File: config.mk
export PLATFORM = sky130hd
export DESIGN_NAME = word_wrap_centering_layout
export DESIGN_NICKNAME = d
export VERILOG_FILES = /design/src/hdl/wwcl_pkg.sv /design/src/hdl/word_wrap_centering_layout.sv /design/src/hdl/wwcl_ram.sv /design/src/hdl/wwcl_ctrl.sv /design/src/hdl/wwcl_dp.sv
export SDC_FILE = /design/constraint.sdc
export NUM_CORES = 1
export LEC_CHECK = 0
export ABC_AREA = 1
export BUFFER_PORTS_ARGS = -buffer_cell sky130_fd_sc_hd__buf_2
export CAP_MARGIN = 40
export CORE_MARGIN = 3
export CORE_UTILIZATION = 40
export DETAILED_ROUTE_END_ITERATION = 16
export HOLD_SLACK_MARGIN = 0.15
export PLACE_DENSITY = 0.61
export SLEW_MARGIN = 30
export SYNTH_ARGS = -nofsm -noshare
export SYNTH_HDL_FRONTEND = slang
export SYNTH_HIERARCHICAL = 1
export SYNTH_SLANG_ARGS = --single-unit
File: constraint.sdc
create_clock -name aclk -period 5.8 [get_ports aclk]
set_input_delay 0.29 -clock aclk [delete_from_list [all_inputs] [get_ports aclk]]
set_output_delay 0.29 -clock aclk [all_outputs]
set_load 0.005 [all_outputs]
File: src/hdl/wwcl_pkg.sv
// Shared constants, codes and types for the word wrap centering layout block.
// No dependencies; every other file in hdl except wwcl_ram imports this package.

package wwcl_pkg;

    // Layout limits.
    localparam int MAX_WIDTH = 20;
    localparam int MAX_ROWS  = 4;

    // Configuration register widths and the port that writes them.
    localparam int CFG_W_BITS = 5;
    localparam int CFG_H_BITS = 3;
    localparam int CFG_DW     = 5;
    localparam int CFG_IW     = 1;

    // Character buffer: a circular RAM that holds up to MAX_WIDTH + 1 characters.
    localparam int BUF_AW    = $clog2(MAX_WIDTH + 1);
    localparam int BUF_DEPTH = 1 << BUF_AW;
    localparam int FILL_W    = $clog2(MAX_WIDTH + 2);
    localparam int ROW_W     = $clog2(MAX_ROWS + 1);

    localparam logic [7:0] SPACE_CHAR = 8'h20;

    // Result kinds.
    localparam logic [1:0] KIND_CLEAR = 2'd0;
    localparam logic [1:0] KIND_PUT   = 2'd1;
    localparam logic [1:0] KIND_NOCFG = 2'd2;

    // Configuration register indexes.
    localparam logic [CFG_IW-1:0] REG_WIDTH  = 1'b0;
    localparam logic [CFG_IW-1:0] REG_HEIGHT = 1'b1;

    typedef struct packed {
        logic [1:0] kind;
        logic [1:0] row;
        logic [4:0] column;
        logic [7:0] glyph;
    } res_t;

    // Commands from the controller to the datapath.
    typedef struct packed {
        logic accept;       // latch the input request
        logic prod_clear;   // produce a clear result, mark text started
        logic prod_notcfg;  // produce a not-configured result, start discarding
        logic write_char;   // append the latched character to the buffer
        logic start_search; // search index = width
        logic idx_dec;      // step the search back by one
        logic found_line;   // line ends before the space at the search index
        logic hard_line;    // line is cut at the width
        logic flush_line;   // line is the whole buffer
        logic row_discard;  // rows exhausted: drop the buffer, start discarding
        logic line_start;   // compute the start column, index = 0
        logic prod_put;     // produce a put-character result
        logic idx_inc;      // next character of the line
        logic line_done;    // consume the line, advance the row
        logic finish;       // release the held result as last, close the text on end
    } cmd_t;

    // Status from the datapath to the controller.
    typedef struct packed {
        logic in_text;
        logic disc;
        logic cfg_zero;
        logic end_flag;
        logic fill_gt_w;
        logic fill_nz;
        logic is_space;
        logic idx_one;
        logic idx_last;
        logic row_full;
        logic can_produce;
        logic pend_valid;
        logic out_free;
    } sts_t;

endpackage

File: src/hdl/word_wrap_centering_layout.sv
// Top level of the word wrap centering layout block.
// Depends on wwcl_pkg, wwcl_ctrl, wwcl_dp (which holds wwcl_ram).

// Text arrives one character per request on the s_ channel, with s_tlast on
// the final character of a text, and leaves as display commands on the m_
// channel: a clear at the first character, then the characters of each wrapped
// line as put-character commands, centered at column (width - length) / 2 on
// successive rows, or one not-configured command when the width or height
// register is zero. m_tlast marks the final command caused by each request,
// and a request may cause none. Lines wrap greedily at the last space within
// the width, which is dropped; a word longer than the width is cut at the
// width. Rows beyond the height are dropped along with the rest of the text.
// The controller finishes one request before it accepts the next. For each
// line it puts out, it examines buffer positions from the width back to the
// space when the buffer is split, then reads and puts out each character; both
// steps go through the registered read port of the character buffer RAM, which
// serves one character per read. A command waits while the output is stalled.
// The input is taken only between requests, while a finished command may still
// wait in the output register.
// Write the width and height registers only while the block is idle.

module word_wrap_centering_layout (
    input  logic                        aclk,
    input  logic                        aresetn,

    // Configuration: index 0 screen width, index 1 screen height.
    input  logic                        cfg_wr_en,
    input  logic [wwcl_pkg::CFG_IW-1:0] cfg_index,
    input  logic [wwcl_pkg::CFG_DW-1:0] cfg_wdata,

    // Input requests.
    input  logic                        s_tvalid,
    output logic                        s_tready,
    input  logic [7:0]                  s_tdata,   // [7:0] text_char
    input  logic                        s_tlast,   // end_of_text

    // Result requests.
    output logic                        m_tvalid,
    input  logic                        m_tready,
    output logic [15:0]                 m_tdata,   // [1:0] row, [6:2] column,
                                                   // [14:7] glyph, [15] zero
    output logic [1:0]                  m_tuser,   // [1:0] kind
    output logic                        m_tlast    // last
);

    import wwcl_pkg::*;

    cmd_t cmd;
    sts_t sts;
    res_t m_res;

    wwcl_ctrl u_ctrl (
        .aclk     (aclk),
        .aresetn  (aresetn),
        .s_tvalid (s_tvalid),
        .s_tready (s_tready),
        .sts      (sts),
        .cmd      (cmd)
    );

    wwcl_dp u_dp (
        .aclk      (aclk),
        .aresetn   (aresetn),
        .cfg_wr_en (cfg_wr_en),
        .cfg_index (cfg_index),
        .cfg_wdata (cfg_wdata),
        .in_char   (s_tdata),
        .in_end    (s_tlast),
        .cmd       (cmd),
        .sts       (sts),
        .m_tvalid  (m_tvalid),
        .m_tready  (m_tready),
        .m_res     (m_res),
        .m_tlast   (m_tlast)
    );

    // Pack the result fields onto the stream bus.
    assign m_tdata = {1'b0, m_res.glyph, m_res.column, m_res.row};
    assign m_tuser = m_res.kind;

`ifndef SYNTHESIS
    // Between requests no result may be held back, or its last flag would be lost.
    assert property (@(posedge aclk) disable iff (!aresetn)
        s_tready |-> !sts.pend_valid)
        else $error("result held back while the input is open");

    // The controller produces a result only when the held slot can take it.
    assert property (@(posedge aclk) disable iff (!aresetn)
        (cmd.prod_clear || cmd.prod_notcfg || cmd.prod_put) |-> sts.can_produce)
        else $error("result produced while the held slot was blocked");

    // An accepted request closes the input until its work is done.
    assert property (@(posedge aclk) disable iff (!aresetn)
        (s_tvalid && s_tready) |=> !s_tready)
        else $error("input reopened right after a request");

    // Clear and not-configured results carry no placement.
    assert property (@(posedge aclk) disable iff (!aresetn)
        (m_tvalid && (m_tuser != KIND_PUT)) |-> (m_tdata == '0))
        else $error("placement fields set on a non-put result");
`endif

endmodule

File: src/hdl/wwcl_ram.sv
// Generic single-write, single-read RAM with a registered read port.
// No dependencies.

module wwcl_ram #(
    parameter int WIDTH = 8,
    parameter int DEPTH = 32
) (
    input  logic                     aclk,
    input  logic                     we,
    input  logic [$clog2(DEPTH)-1:0] waddr,
    input  logic [WIDTH-1:0]         wdata,
    input  logic [$clog2(DEPTH)-1:0] raddr,
    output logic [WIDTH-1:0]         rdata
);

    logic [WIDTH-1:0] mem [DEPTH];
    logic [WIDTH-1:0] rdata_reg;

    always_ff @(posedge aclk) begin
        if (we) begin
            mem[waddr] <= wdata;
        end
        rdata_reg <= mem[raddr];
    end

    assign rdata = rdata_reg;

endmodule

File: src/hdl/wwcl_ctrl.sv
// Controller state machine of the word wrap centering layout block.
// Depends on wwcl_pkg; drives the datapath only through cmd_t and reads sts_t.

module wwcl_ctrl (
    input  logic           aclk,
    input  logic           aresetn,
    input  logic           s_tvalid,
    output logic           s_tready,
    input  wwcl_pkg::sts_t sts,
    output wwcl_pkg::cmd_t cmd
);

    import wwcl_pkg::*;

    localparam logic [3:0] S_IDLE   = 4'd0;
    localparam logic [3:0] S_START  = 4'd1;
    localparam logic [3:0] S_TAKE   = 4'd2;
    localparam logic [3:0] S_CHECK  = 4'd3;
    localparam logic [3:0] S_SRD    = 4'd4;
    localparam logic [3:0] S_SCMP   = 4'd5;
    localparam logic [3:0] S_LINE   = 4'd6;
    localparam logic [3:0] S_ERD    = 4'd7;
    localparam logic [3:0] S_EPUT   = 4'd8;
    localparam logic [3:0] S_FINISH = 4'd9;

    logic [3:0] state_reg;
    logic [3:0] state_next;

    always_ff @(posedge aclk) begin
        if (!aresetn) begin
            state_reg <= S_IDLE;
        end else begin
            state_reg <= state_next;
        end
    end

    assign s_tready = (state_reg == S_IDLE);

    always_comb begin
        cmd        = '0;
        state_next = state_reg;
        case (state_reg)
            S_IDLE: begin
                if (s_tvalid) begin
                    cmd.accept = 1'b1;
                    state_next = S_START;
                end
            end
            S_START: begin
                if (sts.in_text) begin
                    state_next = S_TAKE;
                end else if (sts.can_produce) begin
                    cmd.prod_clear = 1'b1;
                    state_next     = S_TAKE;
                end
            end
            S_TAKE: begin
                if (sts.disc) begin
                    state_next = S_FINISH;
                end else if (sts.cfg_zero) begin
                    if (sts.can_produce) begin
                        cmd.prod_notcfg = 1'b1;
                        state_next      = S_FINISH;
                    end
                end else begin
                    cmd.write_char = 1'b1;
                    state_next     = S_CHECK;
                end
            end
            S_CHECK: begin
                if (!sts.disc && sts.fill_gt_w) begin
                    cmd.start_search = 1'b1;
                    state_next       = S_SRD;
                end else if (sts.end_flag && !sts.disc && sts.fill_nz) begin
                    cmd.flush_line = 1'b1;
                    state_next     = S_LINE;
                end else begin
                    state_next = S_FINISH;
                end
            end
            S_SRD: begin
                state_next = S_SCMP;
            end
            S_SCMP: begin
                if (sts.is_space) begin
                    cmd.found_line = 1'b1;
                    state_next     = S_LINE;
                end else if (sts.idx_one) begin
                    cmd.hard_line = 1'b1;
                    state_next    = S_LINE;
                end else begin
                    cmd.idx_dec = 1'b1;
                    state_next  = S_SRD;
                end
            end
            S_LINE: begin
                if (sts.row_full) begin
                    cmd.row_discard = 1'b1;
                    state_next      = S_FINISH;
                end else begin
                    cmd.line_start = 1'b1;
                    state_next     = S_ERD;
                end
            end
            S_ERD: begin
                state_next = S_EPUT;
            end
            S_EPUT: begin
                if (sts.can_produce) begin
                    cmd.prod_put = 1'b1;
                    if (sts.idx_last) begin
                        cmd.line_done = 1'b1;
                        state_next    = S_CHECK;
                    end else begin
                        cmd.idx_inc = 1'b1;
                        state_next  = S_ERD;
                    end
                end
            end
            S_FINISH: begin
                if (!sts.pend_valid || sts.out_free) begin
                    cmd.finish = 1'b1;
                    state_next = S_IDLE;
                end
            end
            default: begin
                state_next = S_IDLE;
            end
        endcase
    end

endmodule

File: src/hdl/wwcl_dp.sv
// Datapath of the word wrap centering layout block: configuration, text state,
// the circular character buffer, the held result and the output register.
// Depends on wwcl_pkg and wwcl_ram.

module wwcl_dp (
    input  logic                          aclk,
    input  logic                          aresetn,
    input  logic                          cfg_wr_en,
    input  logic [wwcl_pkg::CFG_IW-1:0]   cfg_index,
    input  logic [wwcl_pkg::CFG_DW-1:0]   cfg_wdata,
    input  logic [7:0]                    in_char,
    input  logic                          in_end,
    input  wwcl_pkg::cmd_t                cmd,
    output wwcl_pkg::sts_t                sts,
    output logic                          m_tvalid,
    input  logic                          m_tready,
    output wwcl_pkg::res_t                m_res,
    output logic                          m_tlast
);

    import wwcl_pkg::*;

    logic [CFG_W_BITS-1:0] width_reg;
    logic [CFG_H_BITS-1:0] height_reg;
    logic [CFG_W_BITS-1:0] w_eff;
    logic [CFG_H_BITS-1:0] h_eff;

    logic [7:0]            char_reg;
    logic                  end_reg;
    logic [BUF_AW-1:0]     head_reg;
    logic [FILL_W-1:0]     fill_reg;
    logic [ROW_W-1:0]      row_reg;
    logic                  in_text_reg;
    logic                  disc_reg;
    logic [CFG_W_BITS-1:0] idx_reg;
    logic [FILL_W-1:0]     len_reg;
    logic [FILL_W-1:0]     cons_reg;
    logic [CFG_W_BITS-1:0] col_base_reg;

    res_t                  pend_reg;
    logic                  pend_valid_reg;
    res_t                  out_reg;
    logic                  out_valid_reg;
    logic                  out_last_reg;

    logic [BUF_AW-1:0]     raddr;
    logic [BUF_AW-1:0]     waddr;
    logic [7:0]            rdata;
    logic                  produce;
    res_t                  new_res;
    logic                  out_free;

    assign w_eff = (int'(width_reg) > MAX_WIDTH) ? CFG_W_BITS'(MAX_WIDTH) : width_reg;
    assign h_eff = (int'(height_reg) > MAX_ROWS) ? CFG_H_BITS'(MAX_ROWS) : height_reg;

    assign raddr = head_reg + BUF_AW'(idx_reg);
    assign waddr = head_reg + BUF_AW'(fill_reg);

    wwcl_ram #(
        .WIDTH (8),
        .DEPTH (BUF_DEPTH)
    ) u_buf (
        .aclk  (aclk),
        .we    (cmd.write_char),
        .waddr (waddr),
        .wdata (char_reg),
        .raddr (raddr),
        .rdata (rdata)
    );

    // Configuration registers.
    always_ff @(posedge aclk) begin
        if (!aresetn) begin
            width_reg  <= '0;
            height_reg <= '0;
        end else if (cfg_wr_en) begin
            case (cfg_index)
                REG_WIDTH:  width_reg  <= cfg_wdata[CFG_W_BITS-1:0];
                REG_HEIGHT: height_reg <= cfg_wdata[CFG_H_BITS-1:0];
                default: begin
                end
            endcase
        end
    end

    // Input request payload.
    always_ff @(posedge aclk) begin
        if (cmd.accept) begin
            char_reg <= in_char;
            end_reg  <= in_end;
        end
    end

    // Text state.
    always_ff @(posedge aclk) begin
        if (!aresetn) begin
            head_reg    <= '0;
            fill_reg    <= '0;
            row_reg     <= '0;
            in_text_reg <= 1'b0;
            disc_reg    <= 1'b0;
        end else begin
            if (cmd.prod_clear) begin
                in_text_reg <= 1'b1;
            end
            if (cmd.prod_notcfg || cmd.row_discard) begin
                disc_reg <= 1'b1;
                fill_reg <= '0;
            end
            if (cmd.write_char) begin
                fill_reg <= fill_reg + FILL_W'(1);
            end
            if (cmd.line_done) begin
                head_reg <= head_reg + BUF_AW'(cons_reg);
                fill_reg <= fill_reg - cons_reg;
                row_reg  <= row_reg + ROW_W'(1);
            end
            if (cmd.finish && end_reg) begin
                fill_reg    <= '0;
                row_reg     <= '0;
                in_text_reg <= 1'b0;
                disc_reg    <= 1'b0;
            end
        end
    end

    // Search and line counters.
    always_ff @(posedge aclk) begin
        if (cmd.start_search) begin
            idx_reg <= w_eff;
        end else if (cmd.idx_dec) begin
            idx_reg <= idx_reg - CFG_W_BITS'(1);
        end else if (cmd.line_start) begin
            idx_reg <= '0;
        end else if (cmd.idx_inc) begin
            idx_reg <= idx_reg + CFG_W_BITS'(1);
        end

        if (cmd.found_line) begin
            len_reg  <= FILL_W'(idx_reg);
            cons_reg <= FILL_W'(idx_reg) + FILL_W'(1);
        end else if (cmd.hard_line) begin
            len_reg  <= FILL_W'(w_eff);
            cons_reg <= FILL_W'(w_eff);
        end else if (cmd.flush_line) begin
            len_reg  <= fill_reg;
            cons_reg <= fill_reg;
        end

        if (cmd.line_start) begin
            col_base_reg <= (w_eff - CFG_W_BITS'(len_reg)) >> 1;
        end
    end

    // New result; row, column and glyph stay zero for the other kinds.
    always_comb begin
        new_res = '0;
        if (cmd.prod_clear) begin
            new_res.kind = KIND_CLEAR;
        end else if (cmd.prod_notcfg) begin
            new_res.kind = KIND_NOCFG;
        end else begin
            new_res.kind   = KIND_PUT;
            new_res.row    = row_reg[1:0];
            new_res.column = col_base_reg + idx_reg;
            new_res.glyph  = rdata;
        end
    end

    assign produce  = cmd.prod_clear || cmd.prod_notcfg || cmd.prod_put;
    assign out_free = !out_valid_reg || m_tready;

    // One result is held back until it is known whether another follows it.
    always_ff @(posedge aclk) begin
        if (!aresetn) begin
            pend_valid_reg <= 1'b0;
        end else if (produce) begin
            pend_valid_reg <= 1'b1;
        end else if (cmd.finish) begin
            pend_valid_reg <= 1'b0;
        end
    end

    always_ff @(posedge aclk) begin
        if (produce) begin
            pend_reg <= new_res;
        end
    end

    always_ff @(posedge aclk) begin
        if (!aresetn) begin
            out_valid_reg <= 1'b0;
        end else if (pend_valid_reg && (produce || cmd.finish)) begin
            out_valid_reg <= 1'b1;
        end else if (m_tready) begin
            out_valid_reg <= 1'b0;
        end
    end

    always_ff @(posedge aclk) begin
        if (pend_valid_reg && (produce || cmd.finish)) begin
            out_reg      <= pend_reg;
            out_last_reg <= cmd.finish;
        end
    end

    assign m_tvalid = out_valid_reg;
    assign m_res    = out_reg;
    assign m_tlast  = out_last_reg;

    assign sts.in_text     = in_text_reg;
    assign sts.disc        = disc_reg;
    assign sts.cfg_zero    = (w_eff == '0) || (h_eff == '0);
    assign sts.end_flag    = end_reg;
    assign sts.fill_gt_w   = int'(fill_reg) > int'(w_eff);
    assign sts.fill_nz     = (fill_reg != '0);
    assign sts.is_space    = (rdata == SPACE_CHAR);
    assign sts.idx_one     = (idx_reg == CFG_W_BITS'(1));
    assign sts.idx_last    = (int'(idx_reg) + 1 == int'(len_reg));
    assign sts.row_full    = int'(row_reg) >= int'(h_eff);
    assign sts.can_produce = !pend_valid_reg || out_free;
    assign sts.pend_valid  = pend_valid_reg;
    assign sts.out_free    = out_free;

endmodule
==> impl_metrics.env, run 1 <==
export IMPL_maxCapViolCount=0
export IMPL_hold_ws_ns=0.2613
export IMPL_num_nets_final=1657
export IMPL_numCtsBuffers=39
export IMPL_synth_simple_gate_area_share_pct=21.88
export IMPL_drtAntennaViolNets=0
export IMPL_worst_slew_pin_slew_ns=0.8561
export IMPL_cts_setup_buffers=0
export IMPL_path_clk_slew_ns=0.06
export IMPL_mostFrequentLayoutCell="nand2_1"
export IMPL_crit_top_cell="inv_1"
export IMPL_worstSetupStartpointType="flip-flop"
export IMPL_synth_ff_type="edfxtp_1"
export IMPL_overflow=0
export IMPL_hold_path_class="input port to flip-flop"
export IMPL_drive_above_1_share_pct=10.11
export IMPL_syn_nets=1582
export IMPL_h_tree_depth=2
export IMPL_setup_violations=0
export IMPL_portBuffers=39
export IMPL_crit_arrival_ns=3.63
export IMPL_antenna_found_initial=0
export IMPL_dieHeight_um=206.4
export IMPL_die_area_um2=42590
export IMPL_drt_wl_total_um=38020
export IMPL_rows=72
export IMPL_power_density_nw_per_um2=395.0
export IMPL_clock_fmax_mhz=310.2
export IMPL_boundaryPins=41
export IMPL_syn_area_um2=16060
export IMPL_placed_cells=2038
export IMPL_clock_sinks=356
export IMPL_hold_buffers=23
export IMPL_crit_chain="inv_1, ha_1, inv_1, nand2_1, nand4_1, nor3_1, nand2_1, nor2_1, inv_1, nor3_1, buf_4, inv_1, nand3_1, o21ai_0, a21oi_1, nor2_1"
export IMPL_synth_seq_area_share_pct=64.25
export IMPL_drt_iter0_drc=918
export IMPL_largest_reg_flops=256
export IMPL_seq_area_um2=10320
export IMPL_syn_inst=1519
export IMPL_drc=0
export IMPL_crit_path_end_kind="flip-flop"
export IMPL_area_growth_pct=13.20
export IMPL_ys_seq_elements=356
export IMPL_rsz0062_at_grt="false"
export IMPL_gp_congestion=0.8757
export IMPL_wl_per_cell_um=17.76
export IMPL_worstPathRequired_ns=6.21
export IMPL_path_buf_inv=5
export IMPL_async_reset_ff_share_pct=0
export IMPL_p_leak_nw=7.129
export IMPL_dpl_hpwl_um=24180
export IMPL_period_share_pct=55.59
export IMPL_finish_utilization_pct=46.40
export IMPL_initial_core_util_pct=40.99
export IMPL_stdcell_count=2140
export IMPL_viasPerCell=5.129
export IMPL_multi_input_area_um2=4853
export IMPL_clockBufferDepth=3
export IMPL_vdd_ir_drop_max_v=0.0002485
export IMPL_clockRootBuffer="clkbuf_16"
export IMPL_drtPass1Iterations=5
export IMPL_nFillCells=3566
export IMPL_via_count=10976
export IMPL_grt_max_degree=74
export IMPL_grt_pass1_wl_um=59370
export IMPL_crit_fanout=15
export IMPL_synth_edf_count=319
export IMPL_fin_tns_setup_ns=0
export IMPL_synthMuxAreaShare_pct=0
export IMPL_critical_path_class="flip-flop to flip-flop"
export IMPL_cp_slowest_cell="edfxtp_1"
export IMPL_ys_types=39
export IMPL_layout_common_cells="nand2_1 (453), edfxtp_1 (319), nand3_1 (230), nor2_1 (102), inv_1 (101)"
export IMPL_finalHoldViolCount=0
export IMPL_ys_warn_count=6
export IMPL_max_stage_delay_ns=0.59
export IMPL_clk_latency_ns=0.54
export IMPL_slew_viol_final=0
export IMPL_synth_xor_area_share_pct=1.200
export IMPL_clock_skew_ns=0.02407
export IMPL_finalCriticalPeriod_ns=3.224
export IMPL_core_um2=39190
export IMPL_chipWidth_um=206.4
export IMPL_avgSynthCellArea_um2=10.57
export IMPL_tritoncts="built"
export IMPL_grt_use_total_pct=17.92
export IMPL_cts_resized=0
export IMPL_yosys_area_share_adder_pct=3.630
export IMPL_status="completed"
export IMPL_slew_headroom_pct=42.71
export IMPL_synth_compound_area_share_pct=3.357
export IMPL_grt_pass1_vias=10676
export IMPL_n_antenna_cell=0
export IMPL_synth_top_family_by_area="simple AND/OR/NAND/NOR gates"
export IMPL_crit_family="simple AND/OR/NAND/NOR gates"
[through the flow]
step           area (um2)  worst slack, ns  total power [mW]
4_1_cts             18110            2.607             7.250
3_5_place_dp        16670            2.618             4.915
5_1_grt             18180            2.197             7.555
6_report            18180            2.576             7.182
3_3_place_gp        16550            2.131             4.871
2_1_floorplan       16060            3.245             4.425
[cells by family after synthesis]
| kind of cell | count (synthesis) |
|---|---|
| adder cells (fa/ha/maj) | 43 |
| flip-flops | 356 |
| buffers and inverters | 174 |
| XOR/XNOR | 22 |
| other | 1 |
| AO/OA/AOI/OAI | 97 |
| AND/OR/NAND/NOR | 826 |
[path summary, 6_finish.rpt]
| path | startpoint | slack [ns] | end | depth (start not counted) |
|---|---|---|---|---|
| worst max-delay path | u_dp/idx_reg[0]$_DFFE_PP_ | 2.58 | u_dp/fill_reg[3]$_SDFFE_PP0P_ | 16 |
| worst min-delay path | s_tvalid | 0.26 | u_ctrl/state_reg[2]$_SDFFE_PN0P_ | 7 |
| worst min register to register | u_dp/pend_reg[16]$_SDFFCE_PP0P_ | 0.42 | u_dp/m_res[16]$_DFFE_PP_ | 0 |
| worst max register to register | u_dp/idx_reg[0]$_DFFE_PP_ | 2.58 | u_dp/fill_reg[3]$_SDFFE_PP0P_ | 16 |
[power by group]
part | switching (mW) | internal [mW] | leakage (nW)
clock network | 0.972 | 1.34 | 0.574
registers | 0.137 | 3.18 | 3.19
logic | 1.11 | 0.452 | 3.37
total | 2.21 | 4.97 | 7.13
[cell usage after synthesis (2+ instances only)]
cell / instances / area [um2]
a21oi_1: 36 / 180.2
a22oi_1: 2 / 15.01
a31oi_1: 2 / 12.51
buf_1: 3 / 11.26
buf_2: 16 / 80.08
buf_4: 10 / 75.07
buf_6: 26 / 292.8
clkbuf_1: 9 / 33.78
dfxtp_1: 37 / 740.7
edfxtp_1: 319 / 9579
fa_1: 6 / 120.1
ha_1: 37 / 462.9
inv_1: 102 / 382.9
inv_2: 7 / 26.28
nand2_1: 453 / 1700
nand2_2: 4 / 25.02
nand3_1: 230 / 1151
nand3_2: 3 / 30.03
nand4_1: 7 / 43.79
nor2_1: 102 / 382.9
nor2_2: 6 / 37.54
nor2_4: 2 / 22.52
nor3_1: 10 / 50.05
o211ai_1: 4 / 30.03
o21ai_0: 43 / 215.2
o221ai_1: 6 / 52.55
or2_2: 5 / 31.28
xnor2_1: 8 / 70.07
xor2_1: 14 / 122.6
[routing by layer]
layer | vias to the layer above | routed length (um) | global-route usage, %
met5 | - | 0 | 0
met3 | 55 | 2651 | 3.150
li1 | 5322 | - | -
met2 | 363 | 17420 | 28.20
met4 | 0 | 845 | 5.285
met1 | 5236 | 17100 | 25.56
[worst min-delay path: cells and delay by family]
| kind | cells | cell delay (ns) |
|---|---|---|
| and+or+nand+nor | 4 | 0.22 |
| buffers and inverters | 2 | 0.19 |
| AOI/OAI and AO/OA | 1 | 0.05 |
[layout make-up]
cell class / instances / area share (%)
clock inverter: 16 / 0.7983
inverter: 110 / 2.312
clock buffer: 53 / 5.822
tap: 518 / 3.565
multi-input combinational: 989 / 26.69
timing repair buffer: 98 / 4.047
sequential: 356 / 56.76
(Power assumes the default switching activity.)
==> run 2, diff against run 1 <==
--- a/config.mk
+++ b/config.mk
@@ -12,7 +12,7 @@
 export CORE_UTILIZATION = 40
 export DETAILED_ROUTE_END_ITERATION = 16
 export HOLD_SLACK_MARGIN = 0.15
-export PLACE_DENSITY = 0.61
+export PLACE_DENSITY = 0.63
 export SLEW_MARGIN = 30
 export SYNTH_ARGS = -nofsm -noshare
 export SYNTH_HDL_FRONTEND = slang
==> constraint.sdc (replaced) <==
create_clock -name aclk -period 2.7 [get_ports aclk]
set_input_delay 0.135 -clock aclk [delete_from_list [all_inputs] [get_ports aclk]]
set_output_delay 0.135 -clock aclk [all_outputs]
set_load 0.005 [all_outputs]
==> run 2 against run 1 <==
Against the previous run: sequential power up 110%; non-clock buffer count rose by 69; register-to-register slack worse by 2.4 ns; setup slack got worse by 2.4 ns; first-iteration DRC count rose by 1.2%.
==> impl_metrics.env, run 2 (synthesis results as in run 1) <==
export IMPL_status="completed"
export IMPL_grt_pass1_wl_um=59830
export IMPL_multi_input_area_um2=4897
export IMPL_vdd_ir_drop_max_v=0.0007276
export IMPL_h_tree_depth=2
export IMPL_startpoint="u_dp/width_reg[3]$_SDFFE_PN0P_"
export IMPL_rows=72
export IMPL_via_count=11221
export IMPL_die_area_um2=42590
export IMPL_chipWidth_um=206.4
export IMPL_slew_headroom_pct=53.80
export IMPL_fin_total_pwr_mw=15.99
export IMPL_tritoncts="built"
export IMPL_sw_frac_of_total_pct=30.59
export IMPL_grt_pass1_vias=10857
export IMPL_r2r_cells=14
export IMPL_cp_endpoint="u_dp/idx_reg[4]$_DFFE_PP_"
export IMPL_n_antenna_cell=0
export IMPL_grt_max_degree=73
export IMPL_dpl_hpwl_um=24470
export IMPL_worst_path_stages=14
export IMPL_cp_slowest_cell="dfxtp_2"
export IMPL_fin_tns_setup_ns=0
export IMPL_area_growth_pct=17.74
export IMPL_overflow=0
export IMPL_crit_fanout=7
export IMPL_clockBufferDepth=3
export IMPL_path_clk_slew_ns=0.06
export IMPL_setup_violations=0
export IMPL_p_seq_share_pct=44.0
export IMPL_portBuffers=39
export IMPL_worst_slew_pin_slew_ns=0.6930
export IMPL_drt_iter0_drc=929
export IMPL_viasPerCell=5.077
export IMPL_maxCapViolCount=0
export IMPL_power_density_nw_per_um2=845.4
export IMPL_dieHeight_um=206.4
export IMPL_numCtsBuffers=39
export IMPL_min_delay_path_depth=2
export IMPL_path_buf_inv=3
export IMPL_seq_area_um2=10320
export IMPL_finalCriticalPeriod_ns=2.571
export IMPL_layout_common_cells="nand2_1 (452), edfxtp_1 (319), nand3_1 (229), inv_1 (100), nor2_1 (100)"
export IMPL_max_stage_delay_ns=0.39
export IMPL_wl_per_cell_um=17.18
export IMPL_power_internal_mw=11.10
export IMPL_grt_use_total_pct=18.03
export IMPL_r2r_slack_ns=0.13
export IMPL_critical_path_class="flip-flop to flip-flop"
export IMPL_drive_above_1_share_pct=13.59
export IMPL_drtAntennaViolNets=0
export IMPL_clock_sinks=356
export IMPL_mostFrequentLayoutCell="nand2_1"
export IMPL_nFillCells=3535
export IMPL_pwr_share_clk_pct=32.7
export IMPL_initial_core_util_pct=40.99
export IMPL_slew_viol_final=0
export IMPL_period_share_pct=95.21
export IMPL_crit_arrival_ns=2.87
export IMPL_largest_reg_flops=256
export IMPL_hold_path_class="input port to flip-flop"
export IMPL_p_leak_nw=7.563
export IMPL_p_sw_mw=4.891
export IMPL_num_nets_final=1726
export IMPL_core_um2=39190
export IMPL_crit_path_end_kind="flip-flop"
export IMPL_gp_congestion=0.8836
export IMPL_clock_fmax_mhz=389.0
export IMPL_crit_chain="nor2_1, inv_1, nand3_1, nand2_1, inv_1, ha_1, nand2_1, nor3_2, a2bb2oi_2, nand2_1, nor2_2, inv_1, nor2_1, nor2_1"
export IMPL_p_comb_share_pct=23.4
export IMPL_clk_latency_ns=0.54
export IMPL_drtPass1Iterations=5
export IMPL_drt_wl_total_um=37960
export IMPL_crit_family="simple AND/OR/NAND/NOR gates"
export IMPL_hold_ws_ns=0.3032
export IMPL_boundaryPins=41
export IMPL_worstReg2RegEnd="u_dp/idx_reg[4]$_DFFE_PP_"
export IMPL_worstPathRequired_ns=3.00
export IMPL_rsz0062_at_grt="true"
export IMPL_clockRootBuffer="clkbuf_16"
export IMPL_finalHoldViolCount=0
export IMPL_clock_skew_ns=0.02661
export IMPL_antenna_found_initial=0
export IMPL_worstSetupStartpointType="flip-flop"
export IMPL_r2r_start="u_dp/width_reg[3]$_SDFFE_PN0P_"
export IMPL_drc=0
==> run 2: what timing repair did <==
action | CTS | global route
resized for setup | 0 | 12
endpoints found under the hold margin | 26 | 0
hold buffers | 32 | 0
setup buffers | 0 | 7
setup endpoints to repair | 0 | 44
==> run 2: final cells by class <==
type / instances / share of cell area (%)
Sequential cell: 356 / 54.58
Multi-Input combinational cell: 989 / 25.90
Timing Repair Buffer: 167 / 7.258
Clock buffer: 49 / 5.359
Tap cell: 518 / 3.427
Inverter: 110 / 2.223
Clock inverter: 21 / 1.257
==> run 2: metal layers <==
metal,track usage [%],wire (um)
met5,0,0
met4,5.212,915
met3,3.150,2095
met2,28.63,17700
met1,25.55,17250
==> run 2: worst min path at each step <==
stage | start | endpoint | slack, ns
after floorplan | s_tdata[0] | u_dp/char_reg[0]$_DFFE_PP_ | 0.23
after global placement | s_tdata[5] | u_dp/char_reg[5]$_DFFE_PP_ | 0.31
after detailed placement | s_tdata[1] | u_dp/char_reg[1]$_DFFE_PP_ | 0.31
after CTS | s_tdata[3] | u_dp/char_reg[3]$_DFFE_PP_ | 0.28
after global routing | s_tdata[5] | u_dp/char_reg[5]$_DFFE_PP_ | 0.31
final | s_tdata[3] | u_dp/char_reg[3]$_DFFE_PP_ | 0.30
==> run 2: stage by stage <==
stage	instances	worst slack (ns)	area, um2	utilization [%]
finish	2210	0.1293	18910	48.26
global route	2210	-0.05693	18910	48.26
CTS	2203	0.02180	18790	47.96
detailed placement	2101	0.02037	17220	43.95
global placement	2100	0.1185	17190	43.88
floorplan	1519	0.1450	16060	-
==> run 2: power by group through the flow <==
stage          Clock, mW  Combinational [mW]  Sequential, mW
5_1_grt             5.55                4.16            7.07
3_5_place_dp           0                3.59            7.14
3_3_place_gp           0                3.49            7.16
6_report            5.23                3.73            7.03
4_1_cts             5.32                3.65            7.03
2_1_floorplan          0                2.29            7.21
==> run 2: worst reg2reg max path, cell delays in order (launching register included) <==
cell and delay (ns):
dfxtp_2 0.39, nor2_1 0.08, inv_1 0.06, nand3_1 0.15
nand2_1 0.17, inv_1 0.08, ha_1 0.30, nand2_1 0.09
nor3_2 0.18, a2bb2oi_2 0.22, nand2_1 0.12, nor2_2 0.16
inv_1 0.13, nor2_1 0.15, nor2_1 0.06
